--- src/rtl/lrud_pkg.sv ---
// Package for the LRU block cache directory: sizes, request codes,
// register map and request/result structs for lrud_dir and the top.
// No dependencies.
`timescale 1ns / 1ps
`default_nettype none

package lrud_pkg;

    // Directory geometry
    localparam int WAYS     = 8;
    localparam int TAG_BITS = 32;
    localparam int TAG_W    = (TAG_BITS < 32) ? TAG_BITS : 32;
    localparam int WAY_W    = $clog2(WAYS);
    localparam int AGE_W    = $clog2(WAYS);
    localparam int CNT_W    = $clog2(WAYS + 1);

    // Field widths of the channels
    localparam int KIND_W   = 2;
    localparam int BLOCK_W  = 32;
    localparam int OWAY_W   = 3;
    localparam int TOTAL_W  = 32;

    // Configuration port
    localparam int ADDR_W   = 3;
    localparam int DATA_W   = 32;
    localparam int CAP_W    = 4;
    localparam logic [0:0]       REG_WAYS_IN_USE = 1'b0;
    localparam logic [CAP_W-1:0] CAP_RESET       = 4'd8;

    // Request codes
    typedef enum logic [KIND_W-1:0] {
        KIND_LOOKUP = 2'd0,
        KIND_INSERT = 2'd1,
        KIND_MARK   = 2'd2
    } t_kind;

    // One request beat
    typedef struct packed {
        logic [KIND_W-1:0]  kind;
        logic [BLOCK_W-1:0] block_number;
        logic               insert_dirty;
    } t_req;

    // One result beat
    typedef struct packed {
        logic               hit;
        logic [OWAY_W-1:0]  way;
        logic               evicted;
        logic [BLOCK_W-1:0] evicted_block;
        logic               evicted_dirty;
        logic [TOTAL_W-1:0] hit_total;
        logic [TOTAL_W-1:0] miss_total;
    } t_res;

endpackage

`default_nettype wire

--- src/rtl/lrud_cfg.sv ---
// APB-style configuration register of the directory (ways_in_use).
// Depends on lrud_pkg.
`timescale 1ns / 1ps
`default_nettype none

module lrud_cfg (
    input  wire logic                        i_clk,
    input  wire logic                        i_rst_n,
    input  wire logic                        psel,
    input  wire logic                        penable,
    input  wire logic                        pwrite,
    input  wire logic [lrud_pkg::ADDR_W-1:0] paddr,
    input  wire logic [lrud_pkg::DATA_W-1:0] pwdata,
    output logic      [lrud_pkg::DATA_W-1:0] prdata,
    output logic                             pready,
    output logic      [lrud_pkg::CAP_W-1:0]  o_ways_in_use
);

    logic                       sel_ways_in_use;
    logic [lrud_pkg::CAP_W-1:0] r_cap;
    logic                       wr_en;

    // Register select on the word index of the byte address
    assign sel_ways_in_use = (paddr[lrud_pkg::ADDR_W-1:2] == lrud_pkg::REG_WAYS_IN_USE);
    assign pready          = 1'b1;
    assign wr_en           = psel && penable && pwrite && pready && sel_ways_in_use;

    always_ff @(posedge i_clk) begin
        if (!i_rst_n) begin
            r_cap <= lrud_pkg::CAP_RESET;
        end else if (wr_en) begin
            r_cap <= pwdata[lrud_pkg::CAP_W-1:0];
        end
    end

    // Read back
    always_comb begin
        prdata = '0;
        if (sel_ways_in_use) begin
            prdata = lrud_pkg::DATA_W'(r_cap);
        end
    end

    assign o_ways_in_use = r_cap;

endmodule

`default_nettype wire

--- src/rtl/lrud_dir.sv ---
// Tag directory: entry state, parallel tag compare, LRU ranks,
// victim / free-way selection and the saturating hit and miss counters.
// Depends on lrud_pkg.
`timescale 1ns / 1ps
`default_nettype none

module lrud_dir (
    input  wire logic                       i_clk,
    input  wire logic                       i_rst_n,
    input  wire logic                       i_req_valid,
    input  wire lrud_pkg::t_req             i_req,
    input  wire logic [lrud_pkg::CAP_W-1:0] i_cap,
    output lrud_pkg::t_res                  o_res
);

    localparam int WAYS  = lrud_pkg::WAYS;
    localparam int TAG_W = lrud_pkg::TAG_W;
    localparam int WAY_W = lrud_pkg::WAY_W;
    localparam int AGE_W = lrud_pkg::AGE_W;
    localparam int CNT_W = lrud_pkg::CNT_W;
    localparam int TOT_W = lrud_pkg::TOTAL_W;

    // Entry state
    logic [WAYS-1:0]             r_valid, n_valid;
    logic [WAYS-1:0]             r_dirty, n_dirty;
    logic [AGE_W-1:0]            r_age [WAYS];
    logic [AGE_W-1:0]            n_age [WAYS];
    logic [TAG_W-1:0]            r_tag [WAYS];
    logic [TOT_W-1:0]            r_hit_cnt, n_hit_cnt;
    logic [TOT_W-1:0]            r_miss_cnt, n_miss_cnt;

    // Decode results
    logic [TAG_W-1:0]            req_tag;
    logic                        hit_any;
    logic [WAY_W-1:0]            hit_way;
    logic                        vic_found;
    logic [WAY_W-1:0]            vic_way;
    logic [WAY_W-1:0]            free_way;
    logic [CNT_W-1:0]            used;
    logic [CNT_W-1:0]            cap;
    logic                        evict;
    logic [WAY_W-1:0]            slot;
    logic                        tag_we;
    logic [AGE_W-1:0]            touch_age [WAYS];

    assign req_tag = i_req.block_number[TAG_W-1:0];

    // Tag match (lowest way wins), free way, occupancy
    always_comb begin
        hit_any  = 1'b0;
        hit_way  = '0;
        free_way = '0;
        used     = '0;
        for (int i = WAYS - 1; i >= 0; i--) begin
            if (r_valid[i] && (r_tag[i] == req_tag)) begin
                hit_any = 1'b1;
                hit_way = WAY_W'(i);
            end
            if (!r_valid[i]) begin
                free_way = WAY_W'(i);
            end
        end
        for (int i = 0; i < WAYS; i++) begin
            used = used + CNT_W'(r_valid[i]);
        end
    end

    // Oldest valid entry, first one on a tie
    always_comb begin
        vic_found = 1'b0;
        vic_way   = '0;
        for (int i = 0; i < WAYS; i++) begin
            if (r_valid[i] && (!vic_found || (r_age[i] > r_age[vic_way]))) begin
                vic_found = 1'b1;
                vic_way   = WAY_W'(i);
            end
        end
    end

    // Effective capacity: zero acts as one, clamp at the way count
    always_comb begin
        if (i_cap == '0) begin
            cap = CNT_W'(1);
        end else if (32'(i_cap) > 32'(WAYS)) begin
            cap = CNT_W'(WAYS);
        end else begin
            cap = CNT_W'(i_cap);
        end
    end

    assign evict = (used >= cap) && vic_found;
    assign slot  = evict ? vic_way : free_way;

    // Ranks after making the hit way most recent
    always_comb begin
        for (int i = 0; i < WAYS; i++) begin
            touch_age[i] = r_age[i];
            if ((WAY_W'(i) != hit_way) && r_valid[i] && (r_age[i] < r_age[hit_way])) begin
                touch_age[i] = r_age[i] + AGE_W'(1);
            end
        end
        touch_age[hit_way] = '0;
    end

    // Next state and result
    always_comb begin
        n_valid    = r_valid;
        n_dirty    = r_dirty;
        n_age      = r_age;
        n_hit_cnt  = r_hit_cnt;
        n_miss_cnt = r_miss_cnt;
        tag_we     = 1'b0;
        o_res      = '0;
        case (lrud_pkg::t_kind'(i_req.kind))
            lrud_pkg::KIND_LOOKUP: begin
                if (hit_any) begin
                    o_res.hit = 1'b1;
                    o_res.way = lrud_pkg::OWAY_W'(hit_way);
                    n_age     = touch_age;
                    if (r_hit_cnt != '1) begin
                        n_hit_cnt = r_hit_cnt + TOT_W'(1);
                    end
                end else if (r_miss_cnt != '1) begin
                    n_miss_cnt = r_miss_cnt + TOT_W'(1);
                end
            end
            lrud_pkg::KIND_INSERT: begin
                if (hit_any) begin
                    // present block: update in place, way reads zero
                    o_res.hit        = 1'b1;
                    n_dirty[hit_way] = i_req.insert_dirty;
                    n_age            = touch_age;
                end else begin
                    if (evict) begin
                        o_res.evicted       = 1'b1;
                        o_res.evicted_block = lrud_pkg::BLOCK_W'(r_tag[vic_way]);
                        o_res.evicted_dirty = r_dirty[vic_way];
                    end
                    for (int i = 0; i < WAYS; i++) begin
                        if (r_valid[i] && (WAY_W'(i) != slot)) begin
                            n_age[i] = r_age[i] + AGE_W'(1);
                        end
                    end
                    n_valid[slot] = 1'b1;
                    n_dirty[slot] = i_req.insert_dirty;
                    n_age[slot]   = '0;
                    tag_we        = 1'b1;
                    o_res.way     = lrud_pkg::OWAY_W'(slot);
                end
            end
            lrud_pkg::KIND_MARK: begin
                if (hit_any) begin
                    o_res.hit        = 1'b1;
                    o_res.way        = lrud_pkg::OWAY_W'(hit_way);
                    n_dirty[hit_way] = 1'b1;
                end
            end
            default: begin
            end
        endcase
        o_res.hit_total  = n_hit_cnt;
        o_res.miss_total = n_miss_cnt;
    end

    // Control state
    always_ff @(posedge i_clk) begin
        if (!i_rst_n) begin
            r_valid    <= '0;
            r_dirty    <= '0;
            r_hit_cnt  <= '0;
            r_miss_cnt <= '0;
            for (int i = 0; i < WAYS; i++) begin
                r_age[i] <= '0;
            end
        end else if (i_req_valid) begin
            r_valid    <= n_valid;
            r_dirty    <= n_dirty;
            r_hit_cnt  <= n_hit_cnt;
            r_miss_cnt <= n_miss_cnt;
            r_age      <= n_age;
        end
    end

    // Tags: no reset, only read while the entry is valid
    always_ff @(posedge i_clk) begin
        if (i_req_valid && tag_we) begin
            r_tag[slot] <= req_tag;
        end
    end

    // Checks
    a_evict_full: assert property (@(posedge i_clk) disable iff (!i_rst_n)
        (i_req_valid && o_res.evicted) |-> (used >= cap))
        else $error("eviction below capacity");
    a_hit_no_evict: assert property (@(posedge i_clk) disable iff (!i_rst_n)
        !(o_res.hit && o_res.evicted))
        else $error("hit and eviction together");
    a_fill_valid: assert property (@(posedge i_clk) disable iff (!i_rst_n)
        (i_req_valid && tag_we) |=> r_valid[$past(slot)])
        else $error("filled way not valid");
    a_hit_mono: assert property (@(posedge i_clk) disable iff (!i_rst_n)
        i_rst_n |=> (r_hit_cnt >= $past(r_hit_cnt)))
        else $error("hit counter went down");
    a_used_cap: assert property (@(posedge i_clk) disable iff (!i_rst_n)
        (i_req_valid && tag_we && !evict) |-> (used < cap))
        else $error("fill without room");

endmodule

`default_nettype wire

--- src/rtl/lru_block_cache_directory.sv ---
// Top level of the LRU block cache directory: request register, directory,
// result register and configuration port.
// Depends on lrud_pkg, lrud_cfg, lrud_dir.
//
//   channel  direction  handshake                 payload
//   request  in         i_in_valid / o_in_stall   i_kind, i_block_number, i_insert_dirty
//   result   out        o_out_valid / i_out_stall o_hit .. o_miss_total
//   config   in         psel/penable/pwrite       paddr, pwdata, prdata, pready
//
// One request per cycle while the result side does not stall; the request beat lands
// in the request register, and the tag compare and update then load the result
// register, from which the result beat is presented.
// The rate is set by the combinational parallel compare over all ways.
// Reset is synchronous and active low; there is no clearing pass.
// A stalled result holds the result register; the request register then holds
// and the request side stalls until the result is taken.
`timescale 1ns / 1ps
`default_nettype none

module lru_block_cache_directory (
    input  wire logic                          i_clk,
    input  wire logic                          i_rst_n,
    // request channel
    input  wire logic                          i_in_valid,
    output logic                               o_in_stall,
    input  wire logic [lrud_pkg::KIND_W-1:0]   i_kind,
    input  wire logic [lrud_pkg::BLOCK_W-1:0]  i_block_number,
    input  wire logic                          i_insert_dirty,
    // result channel
    output logic                               o_out_valid,
    input  wire logic                          i_out_stall,
    output logic                               o_hit,
    output logic      [lrud_pkg::OWAY_W-1:0]   o_way,
    output logic                               o_evicted,
    output logic      [lrud_pkg::BLOCK_W-1:0]  o_evicted_block,
    output logic                               o_evicted_dirty,
    output logic      [lrud_pkg::TOTAL_W-1:0]  o_hit_total,
    output logic      [lrud_pkg::TOTAL_W-1:0]  o_miss_total,
    // configuration port
    input  wire logic                          psel,
    input  wire logic                          penable,
    input  wire logic                          pwrite,
    input  wire logic [lrud_pkg::ADDR_W-1:0]   paddr,
    input  wire logic [lrud_pkg::DATA_W-1:0]   pwdata,
    output logic      [lrud_pkg::DATA_W-1:0]   prdata,
    output logic                               pready
);

    logic                       r_in_valid;
    lrud_pkg::t_req             r_req;
    logic                       r_out_valid;
    lrud_pkg::t_res             r_res;
    lrud_pkg::t_res             dir_res;
    logic [lrud_pkg::CAP_W-1:0] cap;
    logic                       in_acc;
    logic                       proc;

    // Handshake: the request register advances when the result register is free
    assign proc       = r_in_valid && (!r_out_valid || !i_out_stall);
    assign o_in_stall = r_in_valid && !proc;
    assign in_acc     = i_in_valid && !o_in_stall;

    always_ff @(posedge i_clk) begin
        if (!i_rst_n) begin
            r_in_valid  <= 1'b0;
            r_out_valid <= 1'b0;
        end else begin
            if (in_acc) begin
                r_in_valid <= 1'b1;
            end else if (proc) begin
                r_in_valid <= 1'b0;
            end
            if (proc) begin
                r_out_valid <= 1'b1;
            end else if (!i_out_stall) begin
                r_out_valid <= 1'b0;
            end
        end
    end

    // Payload registers
    always_ff @(posedge i_clk) begin
        if (in_acc) begin
            r_req.kind         <= i_kind;
            r_req.block_number <= i_block_number;
            r_req.insert_dirty <= i_insert_dirty;
        end
        if (proc) begin
            r_res <= dir_res;
        end
    end

    lrud_cfg u_cfg (
        .i_clk         (i_clk),
        .i_rst_n       (i_rst_n),
        .psel          (psel),
        .penable       (penable),
        .pwrite        (pwrite),
        .paddr         (paddr),
        .pwdata        (pwdata),
        .prdata        (prdata),
        .pready        (pready),
        .o_ways_in_use (cap)
    );

    lrud_dir u_dir (
        .i_clk       (i_clk),
        .i_rst_n     (i_rst_n),
        .i_req_valid (proc),
        .i_req       (r_req),
        .i_cap       (cap),
        .o_res       (dir_res)
    );

    assign o_out_valid     = r_out_valid;
    assign o_hit           = r_res.hit;
    assign o_way           = r_res.way;
    assign o_evicted       = r_res.evicted;
    assign o_evicted_block = r_res.evicted_block;
    assign o_evicted_dirty = r_res.evicted_dirty;
    assign o_hit_total     = r_res.hit_total;
    assign o_miss_total    = r_res.miss_total;

endmodule

`default_nettype wire

--- config.mk ---
export PLATFORM = sky130hd
export DESIGN_NAME = lru_block_cache_directory
export DESIGN_NICKNAME = d
export VERILOG_FILES = /design/src/rtl/lrud_pkg.sv /design/src/rtl/lrud_cfg.sv /design/src/rtl/lrud_dir.sv /design/src/rtl/lru_block_cache_directory.sv
export SDC_FILE = /design/constraint.sdc
export NUM_CORES = 2
export LEC_CHECK = 0
export BUFFER_PORTS_ARGS = -buffer_cell sky130_fd_sc_hd__buf_2
export CAP_MARGIN = 20
export CORE_MARGIN = 4
export CORE_UTILIZATION = 45
export DETAILED_ROUTE_END_ITERATION = 12
export GPL_ROUTABILITY_DRIVEN = 0
export GPL_TIMING_DRIVEN = 0
export PLACE_DENSITY_LB_ADDON = 0.1
export SYNTH_ARGS = -nofsm -noshare
export SYNTH_HDL_FRONTEND = slang
export SYNTH_SLANG_ARGS = --single-unit
--- constraint.sdc ---
create_clock -name i_clk -period 19.3 [get_ports i_clk]
set_clock_uncertainty 0.05 [all_clocks]
set_input_delay 1.93 -clock i_clk [delete_from_list [all_inputs] [get_ports i_clk]]
set_output_delay 1.93 -clock i_clk [all_outputs]
set_load 0.02 [all_outputs]
==> impl_metrics.py <==
metrics = {
    "sta": {
        "relSlewSlack": 0.227,
        "min_period_over_period": 0.865,
        "period_needed_ps": 16700,
        "finalHoldViolCount": 0,
        "fmax_ghz": 0.0599,
        "tns_ps": 0,
        "slew_viol_final": 0,
        "layout_setup_ws_ps": 2600,
        "holdWs_ps": 428,
        "rsz0062_at_grt": "no",
        "worstMarginPinSlew_ps": 1150,
        "setup_viol_count_final": 0,
    },
    "critical_path": {
        "crit_fanout": 10,
        "slowest_stage": "o311ai_1",
        "cp.arrival_ps": 17020,
        "start_kind": "flip-flop",
        "path_class": "reg -> reg",
        "cp.required_ps": 19620,
        "crit_top_cell": "clkbuf_1",
        "cp_slowest_stage_delay_ps": 800,
        "endpoint_kind": "flip-flop",
    },
    "clock_tree": {
        "htree_levels": 2,
        "cts_resized": 0,
        "postCtsSetupRepairBufs": 0,
        "clk_latency_ps": 640,
        "clkSlewWorstSetupHoldPaths_ps": 60,
        "cts_tree": "done",
        "root_buffer": "clkbuf_16",
        "cts_hold_buf": 0,
        "cts_max_path_buffers": 3,
        "cts.sinks": 503,
        "numCtsBuffers": 55,
    },
    "placement": {
        "portBuffers": 154,
        "hpwl_um": 77700,
        "pre_cts_ws_ps": 3180,
    },
    "power_and_ir_drop": {
        "p_sw_uw": 590,
        "leakagePower_nw": 11.3,
        "clockPowerShare": 0.445,
        "vdd_drop_max_v": 0.0000762,
        "swShare": 0.239,
        "power_frac_seq": 0.485,
        "p_int_mw": 1.88,
        "finalPower_mw": 2.47,
        "p_per_area_nw_per_um2": 77.8,
        "comb_power_share": 0.069,
    },
    "floorplanning": {
        "die_h_um": 256,
        "die_w_um": 256,
        "die-area_um2": 65500,
        "row_count": 90,
        "core_region_area_um2": 60600,
        "ios": 214,
        "initial_utilization": 0.457,
    },
    "synth": {
        "synth_edf_count": 393,
        "yosys-top-cells-area": "edfxtp_1, dfxtp_1, xor2_1, xnor2_1, nand2_1",
        "seq_area_frac_synth": 0.506,
        "yosysTopAreaCell": "edfxtp_1",
        "synth_cell_types": 94,
        "synth_area_per_cell_um2": 10.3,
        "yosysWarnings": 0,
        "synth_top_cell_area_share": 0.426,
        "netlist_area_um2": 27700,
        "async_flop_share": 0,
        "synthFlopType": "edfxtp_1",
        "ys_seq_elements": 503,
        "netlist_instances": 2698,
    },
    "routing": {
        "wl_um": 104000,
        "vias_per_cell": 6.27,
        "ant_nets": 0,
        "drt-wirelength-per-cell_um": 27.5,
        "drt_iter0_drc": 3449,
        "drt_pass1_iterations": 8,
        "vias": 23700,
        "drc": 0,
    },
    "worst_hold_path": {
        "hold_path_class": "reg -> reg",
    },
    "final_layout": {
        "nFillCells": 5461,
        "finish.net_count": 3085,
        "register_area_um2": 14000,
        "drive_gt1_frac": 0.123,
        "multi_input_area_um2": 12700,
        "syn2layout_area_growth_pct": 14.6,
    },
    "global_route": {
        "grtUsageTotal": 0.304,
        "antenna_found_initial": 1,
        "grt_pass1_wl_um": 150000,
        "grt_start_max_net_pins": 41,
        "grt_pass1_vias": 22500,
        "grt_overflow": 0,
    },
    "status": {
        "status": "finished, final reports clean",
    },
    "run": {
        "maxCapViolCount": 0,
    },
}
==> per-layer routing <==
metal / share of wire / vias up / global-route usage
met5: 0 / - / 0
met4: 0.075 / 0 / 0.183
met3: 0.11 / 406 / 0.0739
met2: 0.44 / 1597 / 0.472
met1: 0.38 / 11300 / 0.386
li1: - / 10400 / -
==> placed cells by master (no fill, tap or decap), types with 11 or more instances in the layout <==
| cell type | Yosys | final |
|---|---|---|
| edfxtp_1 | 393 | 393 |
| nand2_1 | 293 | 293 |
| nor2_1 | 211 | 206 |
| xor2_1 | 186 | 186 |
| buf_2 | 26 | 182 |
| xnor2_1 | 163 | 163 |
| nand3_1 | 155 | 155 |
| clkbuf_1 | 106 | 120 |
| dfxtp_1 | 110 | 110 |
| a21oi_1 | 102 | 102 |
| nand4_1 | 81 | 81 |
| nor4_1 | 75 | 75 |
| inv_1 | 74 | 74 |
| o221ai_1 | 68 | 68 |
| nor3_1 | 60 | 60 |
| o21ai_0 | 62 | 60 |
| ha_1 | 55 | 55 |
| clkbuf_16 | 0 | 55 |
| nand2b_1 | 47 | 47 |
| a31oi_1 | 45 | 45 |
| buf_4 | 37 | 37 |
| mux2i_1 | 29 | 29 |
| conb_1 | 2 | 29 |
| and3_1 | 25 | 22 |
| or3_1 | 19 | 19 |
| nor2b_1 | 19 | 18 |
| o21a_1 | 13 | 13 |
| and2_1 | 12 | 12 |
| nand4b_1 | 12 | 12 |
| o211ai_1 | 12 | 12 |
| buf_12 | 0 | 11 |
==> cell usage after synthesis (5+ instances only) <==
master     count
and2_1        12
a31oi_1       45
o22ai_1        9
edfxtp_1     393
or3_1         19
a21o_1         8
o2111ai_1      9
xnor2_1      163
a211oi_1       9
nor4_1        75
buf_2         26
mux2_2         9
inv_1         74
nor2b_1       19
buf_6          5
dfxtp_1      110
nor3b_1        7
nand4_1       81
o211a_1        5
and4_1         7
o31ai_1        5
nand2b_1      47
and3_1        25
o221ai_1      68
o221a_2        5
nand4b_1      12
a21oi_1      102
nor2_1       211
nand2_1      293
mux2i_1       29
clkbuf_1     106
xor2_1       186
o211ai_1      12
o21a_1        13
or4_1          6
o21ai_0       62
o21ai_1        7
nand3_1      155
a22oi_1        5
buf_4         37
nor3_1        60
ha_1          55
or2_2          6
==> cell type report <==
cell class	instances	share of cell area
sequential	503	0.442
multi-input combinational	1967	0.399
clock buffer	72	0.0464
timing repair buffer	167	0.0323
tap	782	0.0309
buffer	178	0.0277
clock inverter	32	0.0129
inverter	77	0.00912
antenna	1	0.0000789
==> critical path: cells and delay by family, from the launching register on <==
family / cells / cell delay (ps)
mux: 4 / 960
buf+inv: 9 / 4080
fa+ha+maj: 6 / 1780
flops: 1 / 500
compound gates: 28 / 6890
simple gates: 11 / 2120
==> flip-flops by register name (all words and copies together), names as in the netlist <==
signal and cells:
u_cfg.o_ways_in_use 4, o_miss_total 32, o_evicted_block 32, o_hit_total 32, u_dir.r_age 24, o_hit 1, o_out_valid 1, o_way 3
o_evicted_dirty 1, r_req 35, o_evicted 1, r_in_valid 1, u_dir.r_dirty 8, u_dir.r_miss_cnt 32, u_dir.r_valid 8, u_dir.r_hit_cnt 32
u_dir.r_tag 256
==> metrics by stage <==
stage	util	area, um^2	cells
finish	0.523	31700	3779
global route	0.523	31700	3779
CTS	0.523	31700	3778
detailed placement	0.492	29800	3674
global placement	0.487	29500	3661
floorplan	-	27800	2725
==> power groups by stage <==
stage	Clock, mW	Combinational [mW]	Sequential (mW)
2_1_floorplan	0	0.0854	1.23
3_3_place_gp	0	0.159	1.22
3_5_place_dp	0	0.164	1.22
4_1_cts	1.12	0.165	1.20
5_1_grt	1.16	0.176	1.20
6_report	1.10	0.171	1.20
==> cells by family (layout without fill, tap and decap cells) <==
logic type,count (synthesis),in the layout,synth area share
AOI/OAI and AO/OA,433,433,0.109
xor gates and xnor gates,351,351,0.112
adders and majority gates,59,59,0.0278
buffers and inverters,255,526,0.0421
DFF,503,503,0.506
muxes,38,38,0.0142
other,2,30,0.000271
and+or+nand+nor,1057,1057,0.189
==> worst paths after layout <==
kind,depth (start not counted),start,endpoint,slack [ps]
worst min register to register,2,r_in_valid,o_out_valid,430
worst min-delay path,2,r_in_valid,o_out_valid,430
worst max-delay path,58,u_dir.r_valid[0],o_evicted_block[27],2600
worst max register to register,58,u_dir.r_valid[0],o_evicted_block[27],2600
No activity file was read; power rests on OpenSTA's default activity.
